**src/rtl/core/utf8_to_utf32_decoder_assert.svh**
```systemverilog
// Assertion macros for the UTF-8 to UTF-32 decoder.
`ifndef UTF8_TO_UTF32_DECODER_ASSERT_SVH
`define UTF8_TO_UTF32_DECODER_ASSERT_SVH

// Condition in a cycle implies a consequence in the same cycle.
`define U2U_ASSERT_IMPLY(label, clk, rst_n, ante, cons, msg) \
	label: assert property (@(posedge clk) disable iff (!rst_n) (ante) |-> (cons)) \
		else $error(msg);

// Condition in a cycle implies a consequence in the next cycle.
`define U2U_ASSERT_NEXT(label, clk, rst_n, ante, cons, msg) \
	label: assert property (@(posedge clk) disable iff (!rst_n) (ante) |=> (cons)) \
		else $error(msg);

`endif

```
**src/rtl/core/utf8dec_pkg.sv**
```systemverilog
// Types and constants shared by the UTF-8 decoder files.
`default_nettype none
package utf8dec_pkg;

	localparam logic [7:0] LEAD2_MASK = 8'h1F;
	localparam logic [7:0] LEAD3_MASK = 8'h0F;
	localparam logic [7:0] LEAD4_MASK = 8'h07;
	localparam logic [7:0] CONT_MASK  = 8'h3F;

	localparam int CP_BITS  = 21;
	localparam int OFF_BITS = 16;

	typedef enum logic [1:0] {
		ST_OK        = 2'd0,
		ST_BAD_LEAD  = 2'd1,
		ST_TRUNCATED = 2'd2
	} status_t;

	// Pending multi-byte sequence
	typedef struct packed {
		logic [2:0]          expected_length;
		logic [2:0]          bytes_collected;
		logic [CP_BITS-1:0]  partial_point;
		logic [OFF_BITS-1:0] sequence_start;
	} seq_t;

	typedef struct packed {
		logic [CP_BITS-1:0]  code_point;
		logic [OFF_BITS-1:0] start_offset;
		status_t             status;
		logic                string_done;
	} result_t;

	localparam seq_t SEQ_IDLE = '{default: '0};

endpackage
`default_nettype wire

```
**src/rtl/core/utf8dec_stream_if.sv**
```systemverilog
// Valid/ready stream interfaces for input bytes and decoded code points.
`default_nettype none
interface utf8dec_byte_if;
	logic       valid;
	logic       ready;
	logic [7:0] code_byte;
	logic       final_byte;

	modport source (output valid, output code_byte, output final_byte, input ready);
	modport sink (input valid, input code_byte, input final_byte, output ready);
endinterface

interface utf8dec_cp_if;
	logic        valid;
	logic        ready;
	logic [20:0] code_point;
	logic [15:0] start_offset;
	logic [1:0]  status;
	logic        string_done;

	modport source (output valid, output code_point, output start_offset,
		output status, output string_done, input ready);
	modport sink (input valid, input code_point, input start_offset,
		input status, input string_done, output ready);
endinterface
`default_nettype wire

```
**src/rtl/core/utf8dec_step.sv**
```systemverilog
// Next-state and result logic for one input word of the decoder.
`default_nettype none
module utf8dec_step #(
	parameter int OFFSET_BITS = 16
) (
	input  utf8dec_pkg::seq_t    cur,
	input  logic [OFFSET_BITS-1:0] pos,
	input  logic                 drop,
	input  logic [7:0]           code_byte,
	input  logic                 final_byte,
	output utf8dec_pkg::seq_t    nxt,
	output logic [OFFSET_BITS-1:0] nxt_pos,
	output logic                 nxt_drop,
	output utf8dec_pkg::result_t res,
	output logic                 res_valid
);
	import utf8dec_pkg::*;

	logic [OFF_BITS-1:0] pos16;
	logic [2:0]          lead_len;
	logic [CP_BITS-1:0]  lead_bits;
	logic [CP_BITS-1:0]  pp_next;
	logic [2:0]          bc_next;

	assign pos16   = OFF_BITS'(pos);
	assign pp_next = CP_BITS'({cur.partial_point, 6'(code_byte & CONT_MASK)});
	assign bc_next = cur.bytes_collected + 3'd1;

	always_comb begin
		unique casez (code_byte)
			8'b0???????: begin
				lead_len  = 3'd1;
				lead_bits = CP_BITS'(code_byte);
			end
			8'b110?????: begin
				lead_len  = 3'd2;
				lead_bits = CP_BITS'(code_byte & LEAD2_MASK);
			end
			8'b1110????: begin
				lead_len  = 3'd3;
				lead_bits = CP_BITS'(code_byte & LEAD3_MASK);
			end
			8'b11110???: begin
				lead_len  = 3'd4;
				lead_bits = CP_BITS'(code_byte & LEAD4_MASK);
			end
			default: begin
				lead_len  = 3'd0;
				lead_bits = '0;
			end
		endcase
	end

	always_comb begin
		nxt       = cur;
		nxt_drop  = drop;
		res_valid = 1'b0;
		res       = '{code_point: '0, start_offset: pos16, status: ST_OK,
			string_done: final_byte};

		if (drop) begin
			if (final_byte)
				nxt_drop = 1'b0;
		end else if (cur.expected_length == 3'd0) begin
			if (lead_len == 3'd0) begin
				res_valid  = 1'b1;
				res.status = ST_BAD_LEAD;
				if (!final_byte)
					nxt_drop = 1'b1;
			end else if (lead_len == 3'd1) begin
				res_valid      = 1'b1;
				res.code_point = lead_bits;
			end else if (final_byte) begin
				// lead byte of a multi-byte sequence ends the string
				res_valid  = 1'b1;
				res.status = ST_TRUNCATED;
			end else begin
				nxt = '{expected_length: lead_len, bytes_collected: 3'd1,
					partial_point: lead_bits, sequence_start: pos16};
			end
		end else begin
			res.start_offset = cur.sequence_start;
			if (bc_next >= cur.expected_length) begin
				res_valid      = 1'b1;
				res.code_point = pp_next;
				nxt            = SEQ_IDLE;
			end else if (final_byte) begin
				res_valid  = 1'b1;
				res.status = ST_TRUNCATED;
				nxt        = SEQ_IDLE;
			end else begin
				nxt.partial_point   = pp_next;
				nxt.bytes_collected = bc_next;
			end
		end

		if (final_byte) begin
			nxt     = SEQ_IDLE;
			nxt_pos = '0;
		end else begin
			nxt_pos = pos + 1'b1;
		end
	end

endmodule
`default_nettype wire

```
**src/rtl/core/utf8_to_utf32_decoder.sv**
```systemverilog
// A byte word accepted into the input register is decoded from there, and its result
// (if any) is written into the result register, from which it is presented as valid.
// Throughput: one byte word per cycle, sustained while the result side takes words.
// The input and result registers form a two-stage pipeline that stalls as a whole.
// Reset (arst_n low, asynchronous) empties both stages, clears any pending sequence,
// the drop flag and the byte offset, so the first string starts at offset 0.
`default_nettype none
`include "utf8_to_utf32_decoder_assert.svh"
module utf8_to_utf32_decoder #(
	parameter int OFFSET_BITS = 16
) (
	input logic              clk,
	input logic              arst_n,
	utf8dec_byte_if.sink     bytes,
	utf8dec_cp_if.source     points
);
	import utf8dec_pkg::*;

	// input stage
	logic       valid_s1;
	logic [7:0] byte_s1;
	logic       fin_s1;

	// result stage
	logic       valid_s2;
	result_t    res_s2;

	// decoder state
	seq_t                   seq_q;
	logic [OFFSET_BITS-1:0] pos_q;
	logic                   drop_q;

	seq_t                   seq_nxt;
	logic [OFFSET_BITS-1:0] pos_nxt;
	logic                   drop_nxt;
	result_t                res;
	logic                   res_valid;

	logic ready_s2;
	logic adv_s1;

	// assertion terms
	logic err_out;
	logic cp_zero;
	logic seq_busy;
	logic count_ok;
	logic fin_adv;
	logic str_clear;

	assign ready_s2    = !valid_s2 || points.ready;
	assign adv_s1      = valid_s1 && ready_s2;
	assign bytes.ready = !valid_s1 || ready_s2;

	utf8dec_step #(
		.OFFSET_BITS(OFFSET_BITS)
	) u_step (
		.cur        (seq_q),
		.pos        (pos_q),
		.drop       (drop_q),
		.code_byte  (byte_s1),
		.final_byte (fin_s1),
		.nxt        (seq_nxt),
		.nxt_pos    (pos_nxt),
		.nxt_drop   (drop_nxt),
		.res        (res),
		.res_valid  (res_valid)
	);

	always_ff @(posedge clk or negedge arst_n) begin
		if (!arst_n) begin
			valid_s1 <= 1'b0;
			valid_s2 <= 1'b0;
			seq_q    <= SEQ_IDLE;
			pos_q    <= '0;
			drop_q   <= 1'b0;
		end else begin
			if (bytes.valid && bytes.ready)
				valid_s1 <= 1'b1;
			else if (adv_s1)
				valid_s1 <= 1'b0;

			if (ready_s2)
				valid_s2 <= adv_s1 && res_valid;

			if (adv_s1) begin
				seq_q  <= seq_nxt;
				pos_q  <= pos_nxt;
				drop_q <= drop_nxt;
			end
		end
	end

	always_ff @(posedge clk) begin
		if (bytes.valid && bytes.ready) begin
			byte_s1 <= bytes.code_byte;
			fin_s1  <= bytes.final_byte;
		end
		if (ready_s2)
			res_s2 <= res;
	end

	assign points.valid        = valid_s2;
	assign points.code_point   = res_s2.code_point;
	assign points.start_offset = res_s2.start_offset;
	assign points.status       = res_s2.status;
	assign points.string_done  = res_s2.string_done;

	assign err_out   = points.valid && res_s2.status != ST_OK;
	assign cp_zero   = res_s2.code_point == '0;
	assign seq_busy  = seq_q.expected_length != 3'd0;
	assign count_ok  = seq_q.bytes_collected != 3'd0 &&
		seq_q.bytes_collected < seq_q.expected_length;
	assign fin_adv   = adv_s1 && fin_s1;
	assign str_clear = pos_q == '0 && !drop_q && !seq_busy;

	`U2U_ASSERT_IMPLY(a_err_zero_cp, clk, arst_n, err_out, cp_zero, "error word has a code point")
	`U2U_ASSERT_IMPLY(a_drop_no_seq, clk, arst_n, drop_q, !seq_busy, "sequence open while dropping")
	`U2U_ASSERT_IMPLY(a_seq_count, clk, arst_n, seq_busy, count_ok, "pending count out of range")
	`U2U_ASSERT_NEXT(a_final_clears, clk, arst_n, fin_adv, str_clear, "final byte left string state")

endmodule
`default_nettype wire
```
**src/flat_wrapper.sv**
```systemverilog
// flat-port wrapper written by rule: the top's interface ports become plain ports
module utf8_to_utf32_decoder_flat import utf8dec_pkg::*;
#(
	parameter int OFFSET_BITS = 16
)
  (clk, arst_n, bytes_valid, bytes_code_byte, bytes_final_byte, bytes_ready, points_valid, points_code_point, points_start_offset, points_status, points_string_done, points_ready);
  utf8dec_byte_if bytes_i ();
  utf8dec_cp_if points_i ();
  input logic clk;
  input logic arst_n;
  input wire logic [$bits(bytes_i.valid)-1:0] bytes_valid;
  input wire logic [$bits(bytes_i.code_byte)-1:0] bytes_code_byte;
  input wire logic [$bits(bytes_i.final_byte)-1:0] bytes_final_byte;
  output wire logic [$bits(bytes_i.ready)-1:0] bytes_ready;
  output wire logic [$bits(points_i.valid)-1:0] points_valid;
  output wire logic [$bits(points_i.code_point)-1:0] points_code_point;
  output wire logic [$bits(points_i.start_offset)-1:0] points_start_offset;
  output wire logic [$bits(points_i.status)-1:0] points_status;
  output wire logic [$bits(points_i.string_done)-1:0] points_string_done;
  input wire logic [$bits(points_i.ready)-1:0] points_ready;
  assign bytes_i.valid = bytes_valid;
  assign bytes_i.code_byte = bytes_code_byte;
  assign bytes_i.final_byte = bytes_final_byte;
  assign bytes_ready = bytes_i.ready;
  assign points_valid = points_i.valid;
  assign points_code_point = points_i.code_point;
  assign points_start_offset = points_i.start_offset;
  assign points_status = points_i.status;
  assign points_string_done = points_i.string_done;
  assign points_i.ready = points_ready;
  utf8_to_utf32_decoder #(.OFFSET_BITS(OFFSET_BITS)) u_core (.clk(clk), .arst_n(arst_n), .bytes(bytes_i), .points(points_i));
endmodule
```
**config.mk**
```make
export PLATFORM = sky130hd
export DESIGN_NAME = utf8_to_utf32_decoder_flat
export DESIGN_NICKNAME = d
export VERILOG_FILES = /design/src/rtl/core/utf8dec_pkg.sv /design/src/rtl/core/utf8dec_stream_if.sv /design/src/rtl/core/utf8dec_step.sv /design/src/rtl/core/utf8_to_utf32_decoder.sv /design/src/flat_wrapper.sv
export VERILOG_INCLUDE_DIRS = /design/src /design/src/rtl/core
export SDC_FILE = /design/constraint.sdc
export NUM_CORES = 1
export LEC_CHECK = 0
export CORE_AREA = 2 2 107 187
export CTS_BUF_LIST = sky130_fd_sc_hd__clkbuf_4
export CTS_CLUSTER_SIZE = 8
export DETAILED_ROUTE_END_ITERATION = 10
export DIE_AREA = 0 0 109 189
export DONT_BUFFER_PORTS = 1
export SLEW_MARGIN = 5
export SYNTH_ARGS = -nofsm -noshare
export SYNTH_HDL_FRONTEND = slang
export SYNTH_SLANG_ARGS = --single-unit
```
**constraint.sdc**
```tcl
create_clock -name clk -period 5.45 [get_ports clk]
set_input_delay 1.09 -clock clk [delete_from_list [all_inputs] [get_ports clk]]
set_output_delay 1.09 -clock clk [all_outputs]
set_load 0.01 [all_outputs]
```
==> flow_summary_export.csv <==
group,metric,value,unit
global_route,use_met1,12.04,%
yosys,synth_area,4715,sq um
place,gp_congestion,0.7955,
place,dp_hpwl,7417,um
power_and_ir_drop,p_seq_share,56.9,%
clocking,cts_num_sinks,105,
sta,min_period,3.202,ns
floorplanning,die_w,109,um
route,dr.pass1.iters,4,
place,place_ws,1.743,ns
global_route,grt_pass1_vias,2996,
place,dp.cells,595,
finish,final_layout_size_suffix_gt1_share,12.16,%
finish,layout_commonest_cell,"dfrtp_1",
floorplanning,die-area,20600,sq um
yosys,synth_edf_count,49,
sta,layout_setup_ws,2.248,ns
sta,slew_viol_final,0,
yosys,synth_top_cell_area_share,31.21,%
floorplanning,start_util,24.77,%
sta,rsz0062_at_grt,"false",
power_and_ir_drop,p_comb_share,27.1,%
yosys,yosys.area.top_type,"edfxtp_1",
worst_setup_path,cp-startpoint,"points_ready",
place,port_buffers,0,
yosys,ys_ff_latch,105,
sta,worst_pin_slew,1.045,ns
worst_setup_path,worst_setup_path_end_kind,"register",
sta,tns,0,ns
floorplanning,rows,67,
clocking,clock_path_buffers,2,
run_status,status,"finished, final reports clean",
worst_setup_path,crit_path_start_kind,"input port",
power_and_ir_drop,sw_frac_of_total,38.82,%
sta,slew_headroom,30.22,%
global_route,antenna_found_initial,1,
route,vias,3012,
global_route,use_met3,2.478,%
global_route,grt_busiest_layer,"met2",
route,routed_wl,10650,um
sta,finalCritPeriodShare,58.75,%
worst_setup_path,crit_buf_inv,1,
worst_setup_path,cp.arrival,3.59,ns
finish,area_growth,7.059,%
power_and_ir_drop,p_switching,901.5,uW
flow_run,maxCapViolCount,0,
global_route,grtUsageTotal,10.85,%
yosys,synth_nets,392,
sta,hold_viol,0,
yosys,synthTopCellsByArea,"edfxtp_1 (31%), dfrtp_1 (30%), mux2_2 (4.5%)",
yosys,yosysWarnings,0,
clocking,cts_buffers,9,
clocking,htree_num_levels,3,
sta,max_freq,312.3,MHz
route,detail_route.vias_per_cell,4.922,
clocking,path_clk_slew,0.17,ns
route,routedWlPerCell,17.41,um
worst_setup_path,crit_family,"simple AND/OR/NAND/NOR gates",
power_and_ir_drop,p_leak,0.001922,uW
power_and_ir_drop,clkPwrFrac,16.0,%
floorplanning,ioPinCount,55,
route,drc,0,
worst_setup_path,cp.required,5.84,ns
global_route,grt_max_degree,57,
finish,fillers,1961,
clocking,cts_setup_buffers,0,
power_and_ir_drop,internal-power,1421,uW
sta,finClkSkew,0.03030,ns
sta,whs,0.2753,ns
clocking,clock_latency,0.47,ns
clocking,cts-root-buf,"clkbuf_4",
power_and_ir_drop,vdd_drop_max,125.8,uV
yosys,syn_inst,374,
route,drt_iter0_drc,228,
finish,mostFrequentLayoutCells,"dfrtp_1 (56), edfxtp_1 (49), o21ai_0 (30)",
route,antenna_left,0,
yosys,synth_ff_type,"dfrtp_1",
min_path,min_path_type,"input port to async pin",
floorplanning,core_area,19030,sq um
global_route,grt_pass1_wl,17060,um
clocking,post_cts_resized,0,
worst_setup_path,critical_path_class,"input port to register",
worst_setup_path,critPathMaxFanout,49,
finish,stdcell_count,612,
yosys,async_reset_ff_share,53.33,%
worst_setup_path,cp_slowest_cell,"nand2_1",
clocking,hold_buffers,0,
clocking,tritoncts,"done",
yosys,ys_types,48,
floorplanning,die_h,189,um
global_route,grt.overflow.total,0,
worst_setup_path,crit_path_max_incr_delay,0.87,ns
power_and_ir_drop,p_total,2322,uW
power_and_ir_drop,p_per_area,460.1,nW/um^2
yosys,seq_area_frac_synth,60.93,%
worst_setup_path,r2r-start,"u_core.points.valid",
global_route,gr-usage-met2,19.42,%
yosys,syn-mean-instance-area,12.61,sq um
sta,setup_violations,0,
worst_setup_path,path_cells,"nor2b_1 > inv_2 > nand2_1 > or3_1 > a21oi_1",
finish,final_nets,383,
area by class of cell:
| type | instances | area, sq um | share of cell area, % |
|---|---|---|---|
| inverter | 7 | 26.28 | 0.5206 |
| antenna | 1 | 2.502 | 0.04958 |
| clock inverter | 6 | 51.30 | 1.016 |
| clock buffer | 10 | 75.07 | 1.487 |
| multi-input combinational | 239 | 1695 | 33.59 |
| tap | 241 | 301.5 | 5.974 |
| sequential | 105 | 2873 | 56.92 |
| timing repair buffer | 3 | 22.52 | 0.4462 |
kinds of logic after synthesis:
kind of cell | share of synthesized area (%)
simple gates | 14.60
flops | 60.93
compound gates | 14.94
buf+inv | 3.105
mux | 4.538
fa+ha+maj | 1.327
xor+xnor | 0.5574
worst paths after layout:
kind                                    end  slack, ns  depth (start not counted)
min in group clk           u_core.seq_q[28]       0.51                          1
max in group asynchronous  u_core.seq_q[27]       5.04                          0
setup / recovery           u_core.pos_q[11]       2.25                          5
hold / removal              u_core.seq_q[7]       0.28                          0
setup reg to reg           u_core.pos_q[11]       2.29                          5
hold reg to reg            u_core.seq_q[28]       0.51                          1
flip-flops by register name (all words and copies together), names as in the netlist:
signal                      cells
u_core.pos_q                   16
u_core.points.string_done       1
u_core.points.code_point       21
u_core.fin_s1                   1
u_core.points.start_offset     16
u_core.valid_s1                 1
u_core.seq_q                   37
u_core.byte_s1                  8
u_core.points.valid             1
u_core.drop_q                   1
u_core.points.status            2
cell usage after synthesis, types with 2 or more instances:
| cell | count |
|---|---|
| or3_1 | 5 |
| buf_4 | 3 |
| clkbuf_1 | 12 |
| nor4b_2 | 2 |
| a31oi_1 | 2 |
| or4_1 | 4 |
| mux2_2 | 19 |
| nand3b_1 | 2 |
| nor2b_1 | 2 |
| buf_2 | 6 |
| and3_1 | 3 |
| a22o_1 | 12 |
| edfxtp_1 | 49 |
| buf_6 | 2 |
| nand3_1 | 7 |
| nor2_1 | 10 |
| nand2b_1 | 27 |
| o21ai_0 | 30 |
| xor2_1 | 3 |
| a21oi_1 | 15 |
| o31ai_1 | 9 |
| and2_1 | 24 |
| ha_1 | 5 |
| dfrtp_1 | 56 |
| a32o_1 | 2 |
| nand4_1 | 7 |
| a32oi_1 | 18 |
| nand2_1 | 13 |
| inv_1 | 6 |
through the flow:
stage	cell area, sq um	util (%)
floorplan	4715	-
global placement	4918	25.85
detailed placement	4918	25.85
CTS	5045	26.51
global route	5047	26.52
finish	5047	26.52
routing by layer:
layer	wire length [um]	vias up
met5	0	-
met4	231	0
met3	385	16
met2	5964	74
met1	4070	1522
li1	-	1400
power by group through the flow:
stage | registers, uW | logic, uW | clock network [uW]
6_report | 1320 | 629 | 372
4_1_cts | 1330 | 638 | 388
5_1_grt | 1360 | 703 | 413
3_5_place_dp | 1350 | 635 | 0
3_3_place_gp | 1340 | 609 | 0
2_1_floorplan | 1260 | 534 | 0
Power figures use the tool's default switching activity.
